==> src/rtl/core/keyframe_color_ramp_sampler_top_defines.svh <==
// ----------------------------------------------------------------------------
// Assertion macros for the keyframe color ramp sampler
// Shared property forms used by the RTL that carries assertions.
// ----------------------------------------------------------------------------
`ifndef KEYFRAME_COLOR_RAMP_SAMPLER_TOP_DEFINES_SVH
`define KEYFRAME_COLOR_RAMP_SAMPLER_TOP_DEFINES_SVH

// Overlapping implication, disabled while reset is asserted.
`define KCR_ASSERT_IMP(lbl, ante, cons, msg) \
    lbl: assert property (@(posedge i_clk) disable iff (!i_rst_n) (ante) |-> (cons)) \
        else $error(msg);

// Next-cycle implication, active during reset as well.
`define KCR_ASSERT_NXT(lbl, ante, cons, msg) \
    lbl: assert property (@(posedge i_clk) (ante) |=> (cons)) else $error(msg);

`endif

==> src/rtl/core/kcr_pkg.sv <==
// ----------------------------------------------------------------------------
// kcr_pkg
// Types and constants shared by the keyframe color ramp sampler.
// ----------------------------------------------------------------------------
`default_nettype none

package kcr_pkg;

    localparam int KF_W   = 42;
    localparam int PROG_W = 10;
    localparam int DUR_W  = 32;
    localparam int KC_W   = 3;

    localparam int DEF_MAX_KEYFRAMES = 6;
    localparam int DEF_GAMMA_POWER   = 2;

    localparam logic [PROG_W-1:0] PROG_FULL = 10'd1000;

    localparam logic [DUR_W-1:0] DUR_RESET    = 32'd1800000;
    localparam logic [KC_W-1:0]  KCOUNT_RESET = 3'd2;
    localparam logic [KF_W-1:0]  KF1_RESET    = 42'd4299262263295;

    localparam int CFG_IDX_W = 3;
    localparam int CFG_DAT_W = 42;
    localparam logic [CFG_IDX_W-1:0] CFG_DURATION = 3'd0;
    localparam logic [CFG_IDX_W-1:0] CFG_KCOUNT   = 3'd1;
    localparam logic [CFG_IDX_W-1:0] CFG_KF_BASE  = 3'd2;

    // Pipeline depths of the progress and interpolation sections.
    localparam int PROG_LAT = 12;
    localparam int LERP_LAT = 11;

    typedef logic [0:3][7:0] t_rgbw;

    typedef struct packed {
        logic              valid;
        logic [PROG_W-1:0] prog;
    } t_ctl;

endpackage

`default_nettype wire

==> src/rtl/core/kcr_lerp.sv <==
// ----------------------------------------------------------------------------
// kcr_lerp
// Segment search and rounded linear interpolation of the four channels.
// ----------------------------------------------------------------------------
`default_nettype none

module kcr_lerp import kcr_pkg::*; #(
    parameter int MAX_KEYFRAMES = DEF_MAX_KEYFRAMES
) (
    input  wire logic            i_clk,
    input  wire logic            i_rst_n,
    input  t_ctl                 i_ctl,
    input  wire logic [KF_W-1:0] i_kf [MAX_KEYFRAMES],
    input  wire logic [KC_W-1:0] i_kcount,
    output t_ctl                 o_ctl,
    output t_rgbw                o_rgbw
);

    localparam int QB = 8;
    localparam int MW = 19;

    // Search stage.
    logic [KC_W-1:0]   w_cnt;
    t_rgbw             n_a;
    t_rgbw             n_b;
    logic [PROG_W-1:0] n_num;
    logic [PROG_W-1:0] n_den;

    always_comb begin
        if (i_kcount == '0) begin
            w_cnt = KC_W'(1);
        end else if (i_kcount > KC_W'(MAX_KEYFRAMES)) begin
            w_cnt = KC_W'(MAX_KEYFRAMES);
        end else begin
            w_cnt = i_kcount;
        end
    end

    always_comb begin
        n_a   = t_rgbw'(i_kf[0][31:0]);
        n_b   = n_a;
        n_num = '0;
        n_den = PROG_W'(1);
        if (i_ctl.prog > i_kf[0][41:32]) begin
            for (int i = 0; i < MAX_KEYFRAMES; i++) begin
                if (KC_W'(i) == w_cnt - KC_W'(1)) begin
                    n_a = t_rgbw'(i_kf[i][31:0]);
                    n_b = n_a;
                end
            end
            // Descending order so the lowest matching keyframe wins.
            for (int i = MAX_KEYFRAMES - 1; i >= 1; i--) begin
                if (KC_W'(i) < w_cnt && i_ctl.prog <= i_kf[i][41:32]) begin
                    n_a   = t_rgbw'(i_kf[i-1][31:0]);
                    n_b   = t_rgbw'(i_kf[i][31:0]);
                    n_num = i_ctl.prog - i_kf[i-1][41:32];
                    n_den = i_kf[i][41:32] - i_kf[i-1][41:32];
                end
            end
        end
    end

    t_ctl               r1_ctl;
    t_rgbw              r1_a;
    logic signed [8:0]  r1_delta [4];
    logic [PROG_W-1:0]  r1_num;
    logic [PROG_W-1:0]  r1_den;

    always_ff @(posedge i_clk) begin
        if (!i_rst_n) begin
            r1_ctl.valid <= 1'b0;
        end else begin
            r1_ctl.valid <= i_ctl.valid;
        end
        r1_ctl.prog <= i_ctl.prog;
        r1_a        <= n_a;
        r1_num      <= n_num;
        r1_den      <= n_den;
        for (int c = 0; c < 4; c++) begin
            r1_delta[c] <= $signed({1'b0, n_b[c]}) - $signed({1'b0, n_a[c]});
        end
    end

    // Product stage and divide stages; index 0 holds the rounded product.
    t_ctl              r_ctl  [QB+1];
    t_rgbw             r_a    [QB+1];
    logic [PROG_W-1:0] r_den  [QB+1];
    logic              r_sign [QB+1][4];
    logic [MW-1:0]     r_rem  [QB][4];
    logic [QB-1:0]     r_q    [QB+1][4];

    logic signed [20:0] w_sum [4];

    always_comb begin
        for (int c = 0; c < 4; c++) begin
            w_sum[c] = r1_delta[c] * $signed({1'b0, r1_num})
                     + $signed({11'b0, r1_den[PROG_W-1:1]});
        end
    end

    always_ff @(posedge i_clk) begin
        if (!i_rst_n) begin
            r_ctl[0].valid <= 1'b0;
        end else begin
            r_ctl[0].valid <= r1_ctl.valid;
        end
        r_ctl[0].prog <= r1_ctl.prog;
        r_a[0]        <= r1_a;
        r_den[0]      <= r1_den;
        for (int c = 0; c < 4; c++) begin
            r_sign[0][c] <= w_sum[c][20];
            r_rem[0][c]  <= MW'(w_sum[c][20] ? -w_sum[c] : w_sum[c]);
            r_q[0][c]    <= '0;
        end
    end

    for (genvar j = 0; j < QB; j++) begin : g_div
        localparam int K = QB - 1 - j;
        logic [MW-1:0] w_d;
        logic          w_ge [4];
        assign w_d = {{(MW-PROG_W){1'b0}}, r_den[j]} << K;
        for (genvar c = 0; c < 4; c++) begin : g_ge
            assign w_ge[c] = r_rem[j][c] >= w_d;
        end

        always_ff @(posedge i_clk) begin
            if (!i_rst_n) begin
                r_ctl[j+1].valid <= 1'b0;
            end else begin
                r_ctl[j+1].valid <= r_ctl[j].valid;
            end
            r_ctl[j+1].prog <= r_ctl[j].prog;
            r_a[j+1]        <= r_a[j];
            r_den[j+1]      <= r_den[j];
            for (int c = 0; c < 4; c++) begin
                r_sign[j+1][c] <= r_sign[j][c];
                r_q[j+1][c]    <= r_q[j][c] | (w_ge[c] ? (QB'(1) << K) : '0);
            end
        end

        if (j < QB - 1) begin : g_rem
            always_ff @(posedge i_clk) begin
                for (int c = 0; c < 4; c++) begin
                    r_rem[j+1][c] <= w_ge[c] ? (r_rem[j][c] - w_d) : r_rem[j][c];
                end
            end
        end
    end

    // Add the signed step to the left color and clamp.
    t_ctl              r_out_ctl;
    t_rgbw             r_out;
    logic signed [9:0] w_v [4];
    t_rgbw             n_out;

    always_comb begin
        for (int c = 0; c < 4; c++) begin
            w_v[c] = r_sign[QB][c]
                   ? $signed({2'b0, r_a[QB][c]}) - $signed({2'b0, r_q[QB][c]})
                   : $signed({2'b0, r_a[QB][c]}) + $signed({2'b0, r_q[QB][c]});
            if (w_v[c] < 0) begin
                n_out[c] = 8'd0;
            end else if (w_v[c] > 10'sd255) begin
                n_out[c] = 8'd255;
            end else begin
                n_out[c] = w_v[c][7:0];
            end
        end
    end

    always_ff @(posedge i_clk) begin
        if (!i_rst_n) begin
            r_out_ctl.valid <= 1'b0;
        end else begin
            r_out_ctl.valid <= r_ctl[QB].valid;
        end
        r_out_ctl.prog <= r_ctl[QB].prog;
        r_out          <= n_out;
    end

    assign o_ctl  = r_out_ctl;
    assign o_rgbw = r_out;

endmodule

`default_nettype wire

==> config.mk <==
export PLATFORM = sky130hd
export DESIGN_NAME = kcr_lerp
export DESIGN_NICKNAME = d
export VERILOG_FILES = /design/src/rtl/core/keyframe_color_ramp_sampler_top_defines.svh /design/src/rtl/core/kcr_pkg.sv /design/src/rtl/core/kcr_lerp.sv
export SDC_FILE = /design/constraint.sdc
export NUM_CORES = 2
export LEC_CHECK = 0
export BUFFER_PORTS_ARGS = -buffer_cell sky130_fd_sc_hd__buf_2
export CORE_MARGIN = 2
export CORE_UTILIZATION = 50
export CTS_CLUSTER_DIAMETER = 30
export DETAILED_ROUTE_END_ITERATION = 8
export GPL_TIMING_DRIVEN = 0
export PLACE_DENSITY = 0.79
export RECOVER_POWER = 100
export SYNTH_ARGS = -nofsm -noshare
export SYNTH_HDL_FRONTEND = slang
export SYNTH_SLANG_ARGS = --single-unit
==> constraint.sdc <==
create_clock -name i_clk -period 6.31 [get_ports i_clk]
set_input_delay 1.5775 -clock i_clk [delete_from_list [all_inputs] [get_ports i_clk]]
set_output_delay 1.5775 -clock i_clk [all_outputs]
set_load 0.02 [all_outputs]
==> impl_results.md <==
- Run status: finished, violations left
- Failing checks: negative setup slack
- Mapped Nets: 9362
- Switching Share: 0.425
- Worst R2R Start: r1_num[0]
- Die Height: 393 um
- # IOs: 311
- Logic pwr share: 0.527
- Critical R2R Capture: r_rem[0][56]
- H-tree Lvls: 4
- Flop-to-flop setup slack: 0.13 ns
- VDD IR-drop max: 0.599 mV
- Antenna Nets Post-Route: 0
- Most common cell after layout, fill and taps aside: dfxtp_1
- Final cycle utilization of the critical path: 1.00
- Syn Std Cell Area: 0.0757 sq mm
- Synth async-reset ratio: 0
- FF+latch count, synth: 1397
- Synth cell types: 88
- Fmax: 0.158 GHz
- Yosys top cell by area: dfxtp_1
- Crit path arrival time: 7.00 ns
- Area Growth Syn to Fin: 16.0%
- GP Congestion: 1.01
- Syn Inst Count: 7995
- Final setup margin: -0.0214 ns
- Placed wire-length estimate: 170000 um
- Critical Path End: r1_delta[1][8]
- Largest net degree at the start of global routing: 22
- Root buffer cell: clkbuf_16
- Hold slack: 0.273 ns
- DR vias/cell: 5.59
- Die area: 0.155 sq mm
- Clk Latency, worst-skew pair: 0.86 ns
- Clock share of power: 0.212
- Crit path time final: 6.33 ns
- Nets@finish: 9879
- Core area: 0.150 sq mm
- Total Routing Usage GR: 0.275
- Psw: 23.7 mW
- Setup CP Type: in2reg
- Leakage power total: 40.0 nW
- Largest cells by area after synthesis: dfxtp_1, ha_1, fa_1
- CTS Hold Bufs: 0
- First-pass GRT wire length: 330000 um
- Hold Crit Depth: 0
- Fin Clk Skew: 0.124 ns
- CTS tree: built
- Max-slew violations: 0
- Worst-margin pin slew: 1.34 ns
- Reg2reg path depth: 23
- Die width: 393 um
- Vias in the first global route: 60.2k
- Routed wire length: 218000 um
- Fraction of layout cells with a size suffix above 1: 0.111
- PD cells: 634 mW/mm^2
- Syn_area_per_cell: 9.47 sq um
- Place WS: -1.91 ns
- Unrepaired setup endpoints after global routing: true
- Ys Warns: 0
- Synth Flop Type: dfxtp_1
- Share of the synthesized area in the top cell type: 0.369
- Most frequent cells in the layout: dfxtp_1, inv_1, ha_1
- Crit path capture type: flip-flop
- DRT Pass-1 Iters: 8
- EDFF count, synth: 0
- 1st-iter DRT viols: 4381
- Grt ovf: 0
- Initial Utilization: 0.504
- CTS clock-pin slew for the worst setup and hold paths: 0.06 ns
- Maxcap violations: 0
- Slew Limit Headroom: 0.101
- HP Class: reg2reg
- Seq pwr share: 0.262
- Inserted Clock Buffers: 207
- Worst path required time: 6.98 ns
- IO Port Bufs: 309
- Routed len/inst: 20.3 um
- Internal power: 32.0 mW
- # setup viols final: 1
- CP Launch Point: i_ctl[5]
- Row cnt: 142
- Via count: 60.0k
- Final Hold Viols: 0
- Initial antenna violation count: 21
- Max clock buf depth: 3
- Register area share after synthesis: 0.369
- Crit start category: input port
- Crit Path Max Fanout: 10
- DRC errors left: 0
- Clock Sinks: 1397
## cell type report
type,count,area [sq um]
well taps,2016,2520
flip-flops and latches,1397,28000
inverters,802,3020
clock buffers,237,5410
clock inverters,155,2100
plain buffers,217,1040
diodes,16,40.0
multi-input cells,5549,44000
fillers,12495,62300
repair buffers,338,1700
## cells in the mapped netlist (all sizes together) (69+ instances only)
cell       n
a21oi    474
nor3     122
nand2    682
mux2     104
xor2     180
nand2b   112
xnor2    289
a21o     193
clkbuf   204
nand3     82
mux2i     98
o21ai    437
nor2b    159
or3       69
ha       797
fa       302
dfxtp   1397
nor2     443
and2     173
inv      801
## metrics by stage
stage | cell area [sq um] | instances | total power, mW | TNS, ns | util
5_1_grt | 87800 | 10726 | 60.1 | -0.570 | 0.585
2_1_floorplan | 75700 | 7995 | 35.6 | 0 | -
3_5_place_dp | 79800 | 10322 | 42.8 | -93.30 | 0.531
6_report | 87800 | 10727 | 55.7 | -0.0214 | 0.585
4_1_cts | 87600 | 10709 | 55.2 | -0.0128 | 0.584
3_3_place_gp | 79800 | 10320 | 41.9 | -101.75 | 0.531
## state kept, by name (all words and copies together), names as in the netlist
signal    flops
o_ctl        11
o_rgbw       32
r1_a         32
r1_ctl       11
r1_delta     36
r1_den       10
r1_num       10
r_a         288
r_ctl        99
r_den        80
r_q         144
r_rem       608
r_sign       36
## power groups by stage
stage          clock network, mW  registers (mW)  logic, mW
2_1_floorplan                  0            13.6       22.0
3_3_place_gp                   0            14.4       27.5
3_5_place_dp                   0            14.4       28.3
4_1_cts                     11.9            14.4       28.8
5_1_grt                     12.3            14.8       32.9
6_report                    11.8            14.6       29.3
## timing repair
| action | CTS | global route |
|---|---|---|
| pin swaps | 7 | 12 |
| buffers inserted | 15 | 12 |
| setup endpoints to repair | 106 | 75 |
| resized for setup | 111 | 126 |
## logic make-up after synthesis
group / count (synthesis) / share of synthesized area
DFF: 1397 / 0.369
buffers and inverters: 1049 / 0.0525
AOI/OAI and AO/OA: 1659 / 0.139
muxes: 234 / 0.0380
xor gates and xnor gates: 469 / 0.0545
adders and majority gates: 1099 / 0.212
and+or+nand+nor: 2088 / 0.135
## metal layers
layer,GRT usage,share of wire,wire (um),vias up
met3,0.0502,0.066,14400,817
met2,0.472,0.48,104000,2497
met5,0,0.00038,83,-
met4,0.183,0.073,15900,12
li1,-,-,-,28449
met1,0.311,0.38,83700,28215
## critical path, cell delays in order
cell      delay [ns]
clkbuf_1        0.66
ha_1            0.44
a21o_1          0.19
a21oi_1         0.15
nor2b_1         0.08
o31ai_1         0.32
a21o_1          0.18
and2_1          0.22
clkbuf_2        0.38
clkbuf_1        0.51
nand2_1         0.12
o211ai_1        0.14
o21a_4          0.25
ha_2            0.24
inv_1           0.09
fa_1            0.44
a21o_1          0.19
a21oi_2         0.17
o21bai_1        0.12
a21oi_2         0.21
o21bai_1        0.10
a21oi_2         0.23
## worst min-delay path by stage
| stage | start | to |
|---|---|---|
| 3_5_place_dp | r1_a[10] | r_a[0][10] |
| 6_report | r_q[5][28] | r_q[6][28] |
| 3_3_place_gp | r_a[0][53] | r_a[0][85] |
| 4_1_cts | r_q[5][28] | r_q[6][28] |
| 5_1_grt | r_a[0][65] | r_a[0][97] |
| 2_1_floorplan | r_ctl[8][0] | o_ctl[0] |
Power figures use the tool's default switching activity.
