==> src/rtl/core/keyframe_color_ramp_sampler_top_defines.svh <==
// ----------------------------------------------------------------------------
// Assertion macros for the keyframe color ramp sampler
// Shared property forms used by the RTL that carries assertions.
// ----------------------------------------------------------------------------
`ifndef KEYFRAME_COLOR_RAMP_SAMPLER_TOP_DEFINES_SVH
`define KEYFRAME_COLOR_RAMP_SAMPLER_TOP_DEFINES_SVH

// Overlapping implication, disabled while reset is asserted.
`define KCR_ASSERT_IMP(lbl, ante, cons, msg) \
    lbl: assert property (@(posedge i_clk) disable iff (!i_rst_n) (ante) |-> (cons)) \
        else $error(msg);

// Next-cycle implication, active during reset as well.
`define KCR_ASSERT_NXT(lbl, ante, cons, msg) \
    lbl: assert property (@(posedge i_clk) (ante) |=> (cons)) else $error(msg);

`endif

==> src/rtl/core/kcr_pkg.sv <==
// ----------------------------------------------------------------------------
// kcr_pkg
// Types and constants shared by the keyframe color ramp sampler.
// ----------------------------------------------------------------------------
`default_nettype none

package kcr_pkg;

    localparam int KF_W   = 42;
    localparam int PROG_W = 10;
    localparam int DUR_W  = 32;
    localparam int KC_W   = 3;

    localparam int DEF_MAX_KEYFRAMES = 6;
    localparam int DEF_GAMMA_POWER   = 2;

    localparam logic [PROG_W-1:0] PROG_FULL = 10'd1000;

    localparam logic [DUR_W-1:0] DUR_RESET    = 32'd1800000;
    localparam logic [KC_W-1:0]  KCOUNT_RESET = 3'd2;
    localparam logic [KF_W-1:0]  KF1_RESET    = 42'd4299262263295;

    localparam int CFG_IDX_W = 3;
    localparam int CFG_DAT_W = 42;
    localparam logic [CFG_IDX_W-1:0] CFG_DURATION = 3'd0;
    localparam logic [CFG_IDX_W-1:0] CFG_KCOUNT   = 3'd1;
    localparam logic [CFG_IDX_W-1:0] CFG_KF_BASE  = 3'd2;

    // Pipeline depths of the progress and interpolation sections.
    localparam int PROG_LAT = 12;
    localparam int LERP_LAT = 11;

    typedef logic [0:3][7:0] t_rgbw;

    typedef struct packed {
        logic              valid;
        logic [PROG_W-1:0] prog;
    } t_ctl;

endpackage

`default_nettype wire

==> src/rtl/core/kcr_prog_div.sv <==
// ----------------------------------------------------------------------------
// kcr_prog_div
// Progress in permille: a multiply stage, ten restoring divide stages, saturate.
// ----------------------------------------------------------------------------
`default_nettype none

module kcr_prog_div import kcr_pkg::*; (
    input  wire logic             i_clk,
    input  wire logic             i_rst_n,
    input  wire logic             i_valid,
    input  wire logic [DUR_W-1:0] i_elapsed_ms,
    input  wire logic [DUR_W-1:0] i_duration_ms,
    output t_ctl                  o_ctl
);

    localparam int QB = PROG_W;
    localparam int NW = DUR_W + PROG_W;

    logic [NW-1:0] r_rem [QB];
    logic [QB-1:0] r_q   [QB+1];
    logic          r_v   [QB+1];
    logic          r_sat [QB+1];
    t_ctl          r_out;

    always_ff @(posedge i_clk) begin
        if (!i_rst_n) begin
            r_v[0] <= 1'b0;
        end else begin
            r_v[0] <= i_valid;
        end
        r_rem[0] <= {{PROG_W{1'b0}}, i_elapsed_ms} * NW'(1000);
        r_q[0]   <= '0;
        r_sat[0] <= (i_duration_ms == '0) || (i_elapsed_ms >= i_duration_ms);
    end

    for (genvar j = 0; j < QB; j++) begin : g_div
        localparam int K = QB - 1 - j;
        logic [NW-1:0] w_d;
        logic          w_ge;
        assign w_d  = {{PROG_W{1'b0}}, i_duration_ms} << K;
        assign w_ge = r_rem[j] >= w_d;

        always_ff @(posedge i_clk) begin
            if (!i_rst_n) begin
                r_v[j+1] <= 1'b0;
            end else begin
                r_v[j+1] <= r_v[j];
            end
            r_sat[j+1] <= r_sat[j];
            r_q[j+1]   <= r_q[j] | (w_ge ? (QB'(1) << K) : '0);
        end

        if (j < QB - 1) begin : g_rem
            always_ff @(posedge i_clk) begin
                r_rem[j+1] <= w_ge ? (r_rem[j] - w_d) : r_rem[j];
            end
        end
    end

    always_ff @(posedge i_clk) begin
        if (!i_rst_n) begin
            r_out.valid <= 1'b0;
        end else begin
            r_out.valid <= r_v[QB];
        end
        r_out.prog <= r_sat[QB] ? PROG_FULL : r_q[QB];
    end

    assign o_ctl = r_out;

endmodule

`default_nettype wire

==> config.mk <==
export PLATFORM = sky130hd
export DESIGN_NAME = kcr_prog_div
export DESIGN_NICKNAME = d
export VERILOG_FILES = /design/src/rtl/core/keyframe_color_ramp_sampler_top_defines.svh /design/src/rtl/core/kcr_pkg.sv /design/src/rtl/core/kcr_prog_div.sv
export SDC_FILE = /design/constraint.sdc
export NUM_CORES = 2
export LEC_CHECK = 0
export ABC_AREA = 1
export BUFFER_PORTS_ARGS = -buffer_cell sky130_fd_sc_hd__clkbuf_2
export CAP_MARGIN = 5
export CORE_ASPECT_RATIO = 0.5
export CORE_MARGIN = 8
export CORE_UTILIZATION = 59
export CTS_CLUSTER_DIAMETER = 100
export DETAILED_ROUTE_END_ITERATION = 7
export PLACE_DENSITY = 0.8
export SETUP_SLACK_MARGIN = 0.3
export SYNTH_ARGS = -nofsm -noshare
export SYNTH_HDL_FRONTEND = slang
export SYNTH_SLANG_ARGS = --single-unit
==> constraint.sdc <==
create_clock -name i_clk -period 5.65 [get_ports i_clk]
set_input_delay 1.13 -clock i_clk [delete_from_list [all_inputs] [get_ports i_clk]]
set_output_delay 1.13 -clock i_clk [all_outputs]
set_load 0.005 [all_outputs]
==> impl_metrics.prom <==
# TYPE chip_impl_metric gauge
chip_impl_info{name="most_frequently_used_flop_master_after_synthesis",value="sky130_fd_sc_hd__dfxtp_1"} 1
chip_impl_metric{name="groute.usage.overall",unit=""} 0.355
chip_impl_metric{name="area_taken_by_multi_input_logic_gates",unit="um2"} 30600
chip_impl_metric{name="yosys.area_share.simple",unit=""} 0.401
chip_impl_metric{name="ant_nets",unit=""} 0
chip_impl_metric{name="min_path_cells",unit=""} 0
chip_impl_metric{name="fp-row-count",unit=""} 72
chip_impl_metric{name="cts_hold_buffers",unit=""} 0
chip_impl_metric{name="power.sequential.fraction",unit=""} 0.202
chip_impl_metric{name="clock-sinks",unit=""} 481
chip_impl_metric{name="endpoints_failing_hold",unit=""} 0
chip_impl_metric{name="synthesis.nets",unit=""} 8414
chip_impl_metric{name="critical_path_required",unit="ps"} 6170
chip_impl_metric{name="ctsResizeCount",unit=""} 0
chip_impl_metric{name="finalCritPeriodShare",unit=""} 0.810
chip_impl_metric{name="initial_cell_density_of_the_core",unit=""} 0.597
chip_impl_metric{name="cellInternalPower",unit="W"} 0.0144
chip_impl_info{name="crit_path_cell_trace",value="clkbuf_2, inv_1, fa_1, fa_1, fa_1, fa_1, inv_1, ha_1, nand2_1, nor2_1, nand2_1, o21ai_0, nand3b_1, nand3_1, nand2_1"} 1
chip_impl_metric{name="detail_route.wl_per_cell",unit="um"} 17.8
chip_impl_metric{name="totalNegativeSetupSlack",unit="ps"} 0
chip_impl_info{name="endpoint_of_the_worst_register_to_register_path",value="r_rem[4][39]$_DFF_P_"} 1
chip_impl_info{name="netlist_top_cells_area",value="sky130_fd_sc_hd__nand2_1 27%, sky130_fd_sc_hd__dfxtp_1 21%, sky130_fd_sc_hd__ha_1 12%"} 1
chip_impl_metric{name="area_delta_synth_final",unit="%"} 7.47
chip_impl_metric{name="yosysUniqueCellTypes",unit=""} 46
chip_impl_info{name="critical_path_class",value="in -> reg"} 1
chip_impl_metric{name="vias_per_cell",unit=""} 5.38
chip_impl_metric{name="fin_nets",unit=""} 8538
chip_impl_metric{name="maxSlewHeadroom",unit=""} 0.195
chip_impl_metric{name="hold_slack",unit="ps"} 301
chip_impl_metric{name="maxCapViolations",unit=""} 0
chip_impl_metric{name="fillCellCount",unit=""} 7682
chip_impl_metric{name="register_area",unit="um2"} 9630
chip_impl_metric{name="clock_insertion_delay_worst_skew",unit="ps"} 650
chip_impl_metric{name="seq_area_frac_synth",unit=""} 0.209
chip_impl_metric{name="synth_top_area_share",unit=""} 0.265
chip_impl_metric{name="cts_max_path_buffers",unit=""} 3
chip_impl_metric{name="synth_cells",unit=""} 7784
chip_impl_metric{name="setup.reg_to_reg.worst_slack",unit="ps"} 2510
chip_impl_metric{name="cts.htree.levels",unit=""} 2
chip_impl_info{name="tritoncts_clock_tree",value="yes"} 1
chip_impl_metric{name="dieArea",unit="um2"} 87900
chip_impl_info{name="grt_setup_unrepaired",value="false"} 1
chip_impl_info{name="setup.worst_path.end_class",value="flip-flop"} 1
chip_impl_metric{name="drive_gt1_frac",unit=""} 0.0379
chip_impl_metric{name="final-setup-viol-count",unit=""} 0
chip_impl_metric{name="worst_ep_arrival_time",unit="ps"} 5090
chip_impl_metric{name="fmaxAchievable",unit="GHz"} 0.219
chip_impl_metric{name="rr_worst_depth",unit=""} 14
chip_impl_info{name="path_common_cell",value="sky130_fd_sc_hd__fa_1"} 1
chip_impl_metric{name="clock_power_share",unit=""} 0.116
chip_impl_info{name="netlist_top_cells_count",value="3,258 x sky130_fd_sc_hd__nand2_1, 1,426 x sky130_fd_sc_hd__inv_1, 609 x sky130_fd_sc_hd__nor2_1"} 1
chip_impl_metric{name="drt_pre_antenna_iters",unit=""} 6
chip_impl_metric{name="power_switching",unit="W"} 0.0173
chip_impl_metric{name="total_number_of_yosys_warnings",unit=""} 0
chip_impl_metric{name="syn_area",unit="um2"} 46100
chip_impl_metric{name="irDropWorstVdd",unit="uV"} 269
chip_impl_metric{name="hpwl",unit="um"} 133000
chip_impl_metric{name="synth-xor-area-share",unit=""} 0.0327
chip_impl_metric{name="cts_made_buffers",unit=""} 48
chip_impl_metric{name="floorplan.die.width",unit="um"} 411
chip_impl_metric{name="tightest_slew",unit="ps"} 1210
chip_impl_info{name="source_of_the_worst_hold_timing_path",value="r_q[9][9]$_DFF_P_"} 1
chip_impl_metric{name="gp_congestion",unit=""} 1.06
chip_impl_info{name="timing.critical_path.from_type",value="input pin"} 1
chip_impl_metric{name="die-height",unit="um"} 214
chip_impl_metric{name="critPathMaxFanout",unit=""} 4
chip_impl_metric{name="synth.avg_cell_area",unit="um2"} 5.92
chip_impl_metric{name="area_fraction_in_compound_gates_after_synthesis",unit=""} 0.0572
chip_impl_metric{name="grt_first_pass_wirelength",unit="um"} 246000
chip_impl_metric{name="timing_max_transition_violations_final",unit=""} 0
chip_impl_metric{name="critPathMaxStageDelay",unit="ps"} 520
chip_impl_metric{name="finClkSkew",unit="ps"} 37.9
chip_impl_metric{name="postSynthRegisterBits",unit=""} 481
chip_impl_metric{name="period_needed",unit="ps"} 4580
chip_impl_info{name="dominant_combinational_cell_family_by_area_after_synthesis",value="simple AND/OR/NAND/NOR gates"} 1
chip_impl_metric{name="cellPowerDensity",unit="nW/um2"} 640
chip_impl_metric{name="synth_edf_count",unit=""} 0
chip_impl_metric{name="swShare",unit=""} 0.545
chip_impl_metric{name="drt_iter0_markers",unit=""} 3923
chip_impl_metric{name="synth.mux.area_fraction",unit=""} 0
chip_impl_metric{name="design.core.area",unit="um2"} 77300
chip_impl_metric{name="pin_count",unit=""} 78
chip_impl_metric{name="antenna_found_initial",unit=""} 5
chip_impl_info{name="worst_r2r_startpoint",value="r_rem[3][6]$_DFF_P_"} 1
chip_impl_metric{name="grt_start_max_net_pins",unit=""} 55
chip_impl_metric{name="number_of_global_route_vias_before_repair",unit=""} 45861
chip_impl_metric{name="place.port_buffers",unit=""} 77
chip_impl_info{name="post-synth-top-count-cell",value="sky130_fd_sc_hd__nand2_1"} 1
chip_impl_metric{name="postRouteWirelength",unit="um"} 160000
chip_impl_info{name="outcome",value="completed"} 1
chip_impl_metric{name="power_frac_comb",unit=""} 0.682
chip_impl_info{name="min_to",value="r_q[10][9]$_DFF_P_"} 1
chip_impl_metric{name="power_leakage",unit="nW"} 28.9
chip_impl_info{name="hold_path_class",value="reg -> reg"} 1
chip_impl_info{name="yosys.area.top_type",value="sky130_fd_sc_hd__nand2_1"} 1
chip_impl_metric{name="globalRouteOverflowTotal",unit=""} 0
chip_impl_metric{name="detailroute.via_count",unit=""} 48347
chip_impl_info{name="slowest_cell_on_crit_path",value="sky130_fd_sc_hd__fa_1"} 1
chip_impl_metric{name="remaining_drc_errors",unit=""} 0
chip_impl_info{name="cts.root.buffer_cell",value="sky130_fd_sc_hd__clkbuf_16"} 1
chip_impl_metric{name="synth_adder_area_share",unit=""} 0.173
chip_impl_metric{name="synthArstFlopShare",unit=""} 0
chip_impl_metric{name="clock_pin_slew_on_the_worst_setup_and_hold_paths",unit="ps"} 70
chip_impl_metric{name="cts_post_setup_buffers_inserted",unit=""} 0
## worst max-delay path: cells and delay by family
kind	cells	cell delay (ps)
simple gates	6	720
compound gates	1	460
fa+ha+maj	5	2370
buf+inv	3	390
## routing by layer
metal | global-route usage | routed length, um
met2 | 0.612 | 72500
met4 | 0.225 | 11700
met1 | 0.410 | 61500
met3 | 0.0663 | 14600
met5 | 0 | 35
## worst max-delay path by stage
stage	startpoint	end	cells after the start
after CTS	i_elapsed_ms[16]	r_rem[0][41]$_DFF_P_	16
final	i_elapsed_ms[6]	r_rem[0][35]$_DFF_P_	15
after global routing	i_elapsed_ms[16]	r_rem[0][37]$_DFF_P_	15
after detailed placement	i_elapsed_ms[16]	r_rem[0][41]$_DFF_P_	16
after floorplan	i_elapsed_ms[23]	r_rem[0][40]$_DFF_P_	16
after global placement	i_elapsed_ms[16]	r_rem[0][41]$_DFF_P_	16
## power by group through the flow
stage               clock network [W]  logic (W)  registers [W]
finish                        0.00368     0.0216        0.00641
global route                  0.00386     0.0243        0.00648
CTS                           0.00371     0.0212        0.00634
detailed placement                  0     0.0210        0.00641
global placement                    0     0.0209        0.00639
floorplan                           0     0.0158        0.00584
## cells in the final DEF (no fill, tap or decap), drive strengths merged, types with 11 or more instances in the layout
cell / count
nand2: 3282
inv: 1441
nor2: 623
dfxtp: 481
ha: 436
nand3: 412
a21oi: 329
xor2: 145
clkbuf: 133
fa: 127
o21ai: 115
nand4: 90
nor3: 85
nand3b: 59
buf: 59
xnor2: 27
o21bai: 23
clkinv: 13
bufinv: 11
## cell families (layout without fill, tap and decap cells)
logic type / Yosys count / in the layout
AO/OA/AOI/OAI: 493 / 493
XOR/XNOR: 172 / 172
adder cells (fa/ha/maj): 563 / 563
buffers and inverters: 1500 / 1662
flip-flops: 481 / 481
other: 0 / 3
AND/OR/NAND/NOR: 4575 / 4575
## layout make-up
class                           count  share of cell area
Clock buffer                       56              0.0257
Inverter                         1438               0.109
Clock inverter                     32             0.00979
Antenna cell                        3            0.000151
Tap cell                         1036              0.0262
Multi-Input combinational cell   5803               0.618
Sequential cell                   481               0.194
Timing Repair Buffer              136              0.0167
## sequential cells by signal (all words and copies together) (netlist names)
name	cells
o_ctl	11
r_q	55
r_rem	393
r_sat	11
r_v	11
## per-stage QoR
stage	util	worst slack [ps]	area, um2	instances	total power [W]
final	0.641	1070	49600	8985	0.0317
after global routing	0.641	818	49600	8982	0.0346
after CTS	0.641	1080	49600	8982	0.0312
after detailed placement	0.618	422	47800	8894	0.0275
after global placement	0.618	448	47800	8894	0.0273
after floorplan	-	1080	46100	7784	0.0217
Power figures use the tool's default switching activity.
