===== src/rtl/core/keyframe_color_ramp_sampler_top_defines.svh =====
// ----------------------------------------------------------------------------
// Assertion macros for the keyframe color ramp sampler
// Shared property forms used by the RTL that carries assertions.
// ----------------------------------------------------------------------------
`ifndef KEYFRAME_COLOR_RAMP_SAMPLER_TOP_DEFINES_SVH
`define KEYFRAME_COLOR_RAMP_SAMPLER_TOP_DEFINES_SVH

// Overlapping implication, disabled while reset is asserted.
`define KCR_ASSERT_IMP(lbl, ante, cons, msg) \
    lbl: assert property (@(posedge i_clk) disable iff (!i_rst_n) (ante) |-> (cons)) \
        else $error(msg);

// Next-cycle implication, active during reset as well.
`define KCR_ASSERT_NXT(lbl, ante, cons, msg) \
    lbl: assert property (@(posedge i_clk) (ante) |=> (cons)) else $error(msg);

`endif


===== src/rtl/core/kcr_pkg.sv =====
// ----------------------------------------------------------------------------
// kcr_pkg
// Types and constants shared by the keyframe color ramp sampler.
// ----------------------------------------------------------------------------
`default_nettype none

package kcr_pkg;

    localparam int KF_W   = 42;
    localparam int PROG_W = 10;
    localparam int DUR_W  = 32;
    localparam int KC_W   = 3;

    localparam int DEF_MAX_KEYFRAMES = 6;
    localparam int DEF_GAMMA_POWER   = 2;

    localparam logic [PROG_W-1:0] PROG_FULL = 10'd1000;

    localparam logic [DUR_W-1:0] DUR_RESET    = 32'd1800000;
    localparam logic [KC_W-1:0]  KCOUNT_RESET = 3'd2;
    localparam logic [KF_W-1:0]  KF1_RESET    = 42'd4299262263295;

    localparam int CFG_IDX_W = 3;
    localparam int CFG_DAT_W = 42;
    localparam logic [CFG_IDX_W-1:0] CFG_DURATION = 3'd0;
    localparam logic [CFG_IDX_W-1:0] CFG_KCOUNT   = 3'd1;
    localparam logic [CFG_IDX_W-1:0] CFG_KF_BASE  = 3'd2;

    // Pipeline depths of the progress and interpolation sections.
    localparam int PROG_LAT = 12;
    localparam int LERP_LAT = 11;

    typedef logic [0:3][7:0] t_rgbw;

    typedef struct packed {
        logic              valid;
        logic [PROG_W-1:0] prog;
    } t_ctl;

endpackage

`default_nettype wire


===== src/rtl/core/kcr_gamma.sv =====
// ----------------------------------------------------------------------------
// kcr_gamma
// Power shaping of each channel, one multiply and divide by 255 per stage after the input register.
// ----------------------------------------------------------------------------
`default_nettype none

module kcr_gamma import kcr_pkg::*; #(
    parameter int GAMMA_POWER = DEF_GAMMA_POWER
) (
    input  wire logic i_clk,
    input  wire logic i_rst_n,
    input  t_ctl      i_ctl,
    input  t_rgbw     i_rgbw,
    output t_ctl      o_ctl,
    output t_rgbw     o_rgbw
);

    // Exact division by 255 for products up to 255 * 255.
    function automatic logic [7:0] mul_div255(input logic [7:0] a, input logic [7:0] b);
        logic [15:0] p;
        logic [16:0] t;
        p = a * b;
        t = 17'(p) + 17'd1 + 17'(p[15:8]);
        return t[15:8];
    endfunction

    t_ctl  r_ctl [GAMMA_POWER];
    t_rgbw r_o   [GAMMA_POWER];
    t_rgbw r_v   [GAMMA_POWER];

    for (genvar g = 0; g < GAMMA_POWER; g++) begin : g_stage
        if (g == 0) begin : g_in
            always_ff @(posedge i_clk) begin
                if (!i_rst_n) begin
                    r_ctl[0].valid <= 1'b0;
                end else begin
                    r_ctl[0].valid <= i_ctl.valid;
                end
                r_ctl[0].prog <= i_ctl.prog;
                r_o[0]        <= i_rgbw;
                r_v[0]        <= i_rgbw;
            end
        end else begin : g_mul
            always_ff @(posedge i_clk) begin
                if (!i_rst_n) begin
                    r_ctl[g].valid <= 1'b0;
                end else begin
                    r_ctl[g].valid <= r_ctl[g-1].valid;
                end
                r_ctl[g].prog <= r_ctl[g-1].prog;
                r_v[g]        <= r_v[g-1];
                for (int c = 0; c < 4; c++) begin
                    r_o[g][c] <= mul_div255(r_o[g-1][c], r_v[g-1][c]);
                end
            end
        end
    end

    t_ctl  r_out_ctl;
    t_rgbw r_out;

    always_ff @(posedge i_clk) begin
        if (!i_rst_n) begin
            r_out_ctl.valid <= 1'b0;
        end else begin
            r_out_ctl.valid <= r_ctl[GAMMA_POWER-1].valid;
        end
        r_out_ctl.prog <= r_ctl[GAMMA_POWER-1].prog;
        for (int c = 0; c < 4; c++) begin
            // A lit channel never shapes to dark.
            if (r_v[GAMMA_POWER-1][c] == 8'd0) begin
                r_out[c] <= 8'd0;
            end else if (r_o[GAMMA_POWER-1][c] == 8'd0) begin
                r_out[c] <= 8'd1;
            end else begin
                r_out[c] <= r_o[GAMMA_POWER-1][c];
            end
        end
    end

    assign o_ctl  = r_out_ctl;
    assign o_rgbw = r_out;

endmodule

`default_nettype wire


===== config.mk =====
export PLATFORM = sky130hd
export DESIGN_NAME = kcr_gamma
export DESIGN_NICKNAME = d
export VERILOG_FILES = /design/src/rtl/core/keyframe_color_ramp_sampler_top_defines.svh /design/src/rtl/core/kcr_pkg.sv /design/src/rtl/core/kcr_gamma.sv
export SDC_FILE = /design/constraint.sdc
export NUM_CORES = 1
export LEC_CHECK = 0
export BUFFER_PORTS_ARGS = -buffer_cell sky130_fd_sc_hd__buf_2
export CAP_MARGIN = 20
export CORE_UTILIZATION = 45
export DETAILED_ROUTE_END_ITERATION = 7
export GPL_ROUTABILITY_DRIVEN = 0
export MAX_ROUTING_LAYER = met4
export PLACE_DENSITY = 0.7
export SETUP_SLACK_MARGIN = 0.05
export SYNTH_ARGS = -nofsm -noshare
export SYNTH_HDL_FRONTEND = slang
export SYNTH_SLANG_ARGS = --single-unit

===== constraint.sdc =====
create_clock -name i_clk -period 5.68 [get_ports i_clk]
set_clock_uncertainty 0.1 [all_clocks]
set_input_delay 0.284 -clock i_clk [delete_from_list [all_inputs] [get_ports i_clk]]
set_output_delay 0.284 -clock i_clk [all_outputs]
set_load 0.005 [all_outputs]

==> results.toml, run 1 <==
[power]
powerDensity_nw_per_um2 = 530.2
total_power_mw = 7.908
p_leak_nw = 7.012
ir_drop_uv = 320.8

[worst_setup_path]
reg2regPathDepth = 19
arrival_ns = 5.72
required_ns = 5.90
crit_path_start_kind = "register"
reg2reg_from = "r_o[0][20]"
end_kind = "register"
regToRegSetupSlack_ns = 0.18
cp_top_family = "adder cells"
cp_slowest_stage_delay_ns = 0.53
worstSetupPathType = "register to register"
cp_slowest_cell = "fa_1"
timing.rr.end = "r_o[1][22]"
crit_fanout = 4
crit_buf_inv = 1
crit_chain = "and2_4, ha_4, or2_4, fa_1, fa_1, fa_1, ha_4, o211ai_1, o211ai_1, nand2_2, xor2_2, inv_1, ha_1, o21a_1, a2111o_1, o211ai_1, a21oi_2, or4_1, and3_1"

[drt]
wl_per_cell_um = 13.94
drc_errors = 0
num_vias = 8788
wl_um = 24680
drtIter0Drc = 307
ant_nets = 0
drt_pass1_iterations = 4
drt-vias-per-instance = 4.965

[final_layout]
area_growth_pct = 28.33
drive_gt1_share_pct = 26.04
layout_commonest_cell = "inv_1"
fin_nets = 1704
final_cell_mix = "164 x inv_1, 135 x dfxtp_1, 113 x ha_1"
fill_cells = 2106
regArea_sq_um = 3278
postLayoutCoreUtil_pct = 59.06
multi_input_area_sq_um = 8319
antenna_cells = 0

[min_path]
min_path_cells = 0
hold_end = "o_ctl[1]"
min_from = "r_ctl[1][1]"
hold_class = "register to register"

[clocking]
root_buffer = "clkbuf_16"
cts_buffers = 17
cts_sinks = 161
clkTransAtPathRegs_ns = 0.08
clk_latency_ns = 0.42
max-clock-path-buffers = 2
cts_tree = "done"
cts-htree-levels = 4

[global_routing]
overflow = 0
grt_max_degree = 19
track_usage_pct = 19.30
first_global_vias = 8791
grt_pass1_wl_um = 39760
antenna_found_initial = 0

[synth]
synth-seq-cells = 161
synth_area_sq_um = 11620
yosysSeqAreaShare_pct = 27.73
avgSynthCellArea_sq_um = 9.858
ys_warn_count = 0
synth_edf_count = 0
syn_inst = 1179
async_reset_ff_share_pct = 0
synth_flop_cell = "dfxtp_1"
synth.distinct_cells = 85

[run_status]
status = "completed"

[floorplan]
die_area_sq_um = 26470
die_w_um = 162.7
core-area_sq_um = 25250
ios = 88
row_count = 58
die_height_um = 162.7
initial_utilization_pct = 46.02

[sta]
fmaxAchievable_mhz = 181.7
period_share_pct = 96.90
tightest_slew_ns = 0.6700
slew_violations = 0
report.final.hold_viol_count = 0
timing.final.ws_setup_ns = 0.1762
rsz0062_at_grt = "yes"
slew_headroom_pct = 54.92
fin_crit_ns = 5.504
setup_viol = 0
setup-tns-final_ns = 0

[job]
maxCapViolations = 0

[place]
dp_hpwl_um = 18430
io_buffer_count = 87
pre_cts_slack_ns = -0.04433
-- final cells by class --
class / instances / area share [%]
inverters: 173 / 4.354
multi-input cells: 844 / 55.78
repair buffers: 230 / 11.19
flip-flops and latches: 161 / 21.98
clock buffers: 17 / 2.852
well taps: 330 / 2.768
clock inverters: 15 / 1.082
-- kinds of logic (layout without fill, tap and decap cells) --
logic type | after synthesis | count (layout) | synth area share [%]
and+or+nand+nor | 325 | 325 | 15.44
adders and majority gates | 233 | 233 | 31.27
AOI/OAI and AO/OA | 182 | 182 | 11.93
buffers and inverters | 181 | 435 | 5.889
DFF | 161 | 161 | 27.73
xor gates and xnor gates | 91 | 91 | 7.267
muxes | 5 | 5 | 0.4414
other | 1 | 8 | 0.03227
-- report_power, final --
part | switching, mW | internal (mW) | total (mW)
clock network | 0.546 | 0.590 | 1.14
registers | 0.0835 | 1.41 | 1.49
logic | 2.76 | 2.52 | 5.28
-- sequential cells by signal (all words and copies together), names as in the netlist --
name / cells
o_ctl: 11
r_o: 63
r_v: 33
o_rgbw: 32
r_ctl: 22
-- metrics by stage --
step           area (sq um)  cells  hold slack, ns
3_3_place_gp          13070   1667          0.2111
2_1_floorplan         11700   1186          0.2096
5_1_grt               14920   1770          0.2341
3_5_place_dp          13070   1667          0.2121
6_report              14920   1770          0.2261
4_1_cts               14130   1745          0.2285
-- cells in the mapped netlist, drive strengths merged, types with 4 or more instances --
library cell  count  area, sq um
clkbuf            5        18.77
xnor2            57        518.0
o21bai           11        86.33
nand2b           12        75.07
o21ai            20        103.9
o211ai           13        102.6
nor2b            13        81.33
nand3            12        60.06
ha              136         1702
nor4             15        106.4
or3               4        30.03
or2               5        31.28
o31ai             5        56.30
fa               96         1922
mux2i             4        40.04
nor3             21        105.1
dfxtp           161         3223
a211oi            9        77.57
and2            109        681.9
or4               4        31.28
a21o             16        121.4
o21a             10        82.57
nand2            61        229.0
a21oi            51        259.0
nand3b            7        52.55
nand4             5        31.28
a31oi             8        50.05
a31o              6        52.55
inv             173        649.4
nor2             44        165.2
xor2             32        280.3
o2111ai           4        35.03
and3              4        25.02
-- worst max-delay path by stage --
stage / start / to / slack (ns) / cells past startpoint
after detailed placement: r_o[0][19] / r_o[1][22] / -0.04 / 21
after global placement: r_o[0][19] / r_o[1][22] / 0.05 / 21
final: r_o[0][20] / r_o[1][22] / 0.18 / 19
after global routing: r_o[0][20] / r_o[1][22] / -0.08 / 21
after floorplan: r_o[0][25] / r_o[1][31] / 0.09 / 22
after CTS: r_o[0][19] / r_o[1][22] / 0.04 / 20
-- layer usage --
metal,part of all wire (%),GRT usage [%],vias to the layer above
met5,0,-,-
met4,1.7,5.820,0
met3,2.3,2.699,34
met2,51,33.42,128
met1,45,23.16,4216
li1,-,-,4410
-- what timing repair did --
action,CTS,global route
gates resized for setup,6,149
setup endpoints to repair,8,32
pin swaps,6,80
hold buffers,45,0
hold endpoints to repair,45,0
setup buffers,1,25
No activity file was read; power rests on OpenSTA's default activity.
==> run 2: changes to the inputs <==
--- a/config.mk
+++ b/config.mk
@@ -12,6 +12,7 @@
 export GPL_ROUTABILITY_DRIVEN = 0
 export MAX_ROUTING_LAYER = met4
 export PLACE_DENSITY = 0.7
+export REMOVE_ABC_BUFFERS = 1
 export SETUP_SLACK_MARGIN = 0.05
 export SYNTH_ARGS = -nofsm -noshare
 export SYNTH_HDL_FRONTEND = slang
==> results.toml, run 2 (same netlist as run 1, synthesis figures left out) <==
[worst_setup_path]
end_kind = "register"
arrival_ns = 5.74
reg2reg_from = "r_o[0][27]"
regToRegSetupSlack_ns = 0.13
required_ns = 5.87
cp-startpoint = "r_o[0][27]"
worstSetupPathType = "register to register"
crit_fanout = 5
crit_path_start_kind = "register"

[final_layout]
postLayoutCoreUtil_pct = 58.99
final_cell_mix = "162 x inv_1, 134 x dfxtp_1, 120 x ha_1"
area_growth_pct = 28.18
largest_register_ffs = 63
fill_cells = 2103
fin_nets = 1718
drive_gt1_share_pct = 26.00
fin_area_sq_um = 14900
largest_register = "r_o"
fin_cells = 1786
layout_commonest_cell = "inv_1"

[sta]
setup_viol = 0
timing.final.ws_setup_ns = 0.1306
timing.hold.ws_ns = 0.2268
period_share_pct = 97.70
rsz0062_at_grt = "yes"
slew_violations = 0
tightest_slew_ns = 0.6738
fin_crit_ns = 5.549
setup-tns-final_ns = 0
slew_headroom_pct = 54.67
report.final.hold_viol_count = 0
fmaxAchievable_mhz = 180.2

[drt]
drtIter0Drc = 335
drc_errors = 0
top_layer = "met4"
drt_pass1_iterations = 4
wl_met1_um = 11160
num_vias = 8779
wl_um = 24560
ant_nets = 0
wl_met3_um = 515
met2WireLength_um = 12480
drt-vias-per-instance = 4.915
wl_per_cell_um = 13.75

[place]
postPlaceCellArea_sq_um = 13070
io_buffer_count = 87
dp_hpwl_um = 18030
pre_cts_slack_ns = -0.1576
dp.cells = 1676

[floorplan]
ios = 88
die_height_um = 162.7
die_area_sq_um = 26470
core-area_sq_um = 25250
initial_utilization_pct = 46.02
die_w_um = 162.7
row_count = 58

[global_routing]
grt_pass1_wl_um = 40100
grt_max_degree = 17
overflow = 0
track_usage_pct = 19.31
antenna_found_initial = 2
first_global_vias = 8873

[clocking]
cts_sinks = 161
cts_buffers = 17
clkTransAtPathRegs_ns = 0.07
root_buffer = "clkbuf_16"
max-clock-path-buffers = 2
clk_latency_ns = 0.43
cts-htree-levels = 4
cts_tree = "done"

[run_status]
status = "completed"

[power]
ir_drop_uv = 390.5
total_power_mw = 8.008
p_leak_nw = 7.046
powerDensity_nw_per_um2 = 537.5

[min_path]
hold_class = "register to register"
min_from = "r_ctl[0][3]"

[job]
maxCapViolations = 0
## run 2: timing repair
item                                    in CTS  in global routing
hold endpoints to repair                    45                  0
buffers inserted                             2                 29
endpoints found under the setup margin      10                 32
pin swaps                                   11                 80
hold buffers                                45                  0
gates resized for setup                     18                132
## run 2: worst max-delay path: stages (launching register included)
cell,delay [ns]
dfxtp_2,0.33
buf_6,0.12
buf_4,0.12
ha_1,0.18
or2_4,0.23
fa_1,0.48
fa_1,0.53
inv_2,0.04
fa_1,0.49
inv_2,0.05
ha_4,0.30
nand2_1,0.13
o211ai_4,0.23
buf_4,0.15
a21oi_1,0.07
xnor2_1,0.36
ha_1,0.32
o21a_1,0.21
nor2_2,0.10
a21oi_2,0.05
maj3_2,0.35
a21o_1,0.20
a21oi_2,0.17
xnor2_1,0.10
## run 2: report_power, final
part | switching [mW] | internal, mW
sequential | 0.0898 | 1.41
combinational | 2.79 | 2.57
clock | 0.523 | 0.632
## run 2: path summary, 6_finish.rpt
check / depth (start not counted) / endpoint
min: 0 / r_ctl[1][3]
max: 23 / r_o[1][24]
min reg2reg: 0 / r_ctl[1][3]
max reg2reg: 23 / r_o[1][24]
## run 2: cell type report
class	count	area [sq um]	area share, %
diodes	2	5.005	0.03359
clock buffers	19	442.9	2.973
clock inverters	13	140.1	0.9406
inverters	173	649.4	4.359
multi-input cells	844	8210	55.11
flip-flops and latches	161	3284	22.05
well taps	330	412.9	2.771
repair buffers	244	1753	11.77
## run 2: layer usage
| metal | up-vias | track usage [%] |
|---|---|---|
| met5 | - | - |
| met4 | 0 | 6.160 |
| met3 | 32 | 2.699 |
| met2 | 116 | 32.84 |
| met1 | 4174 | 23.56 |
| li1 | 4457 | - |
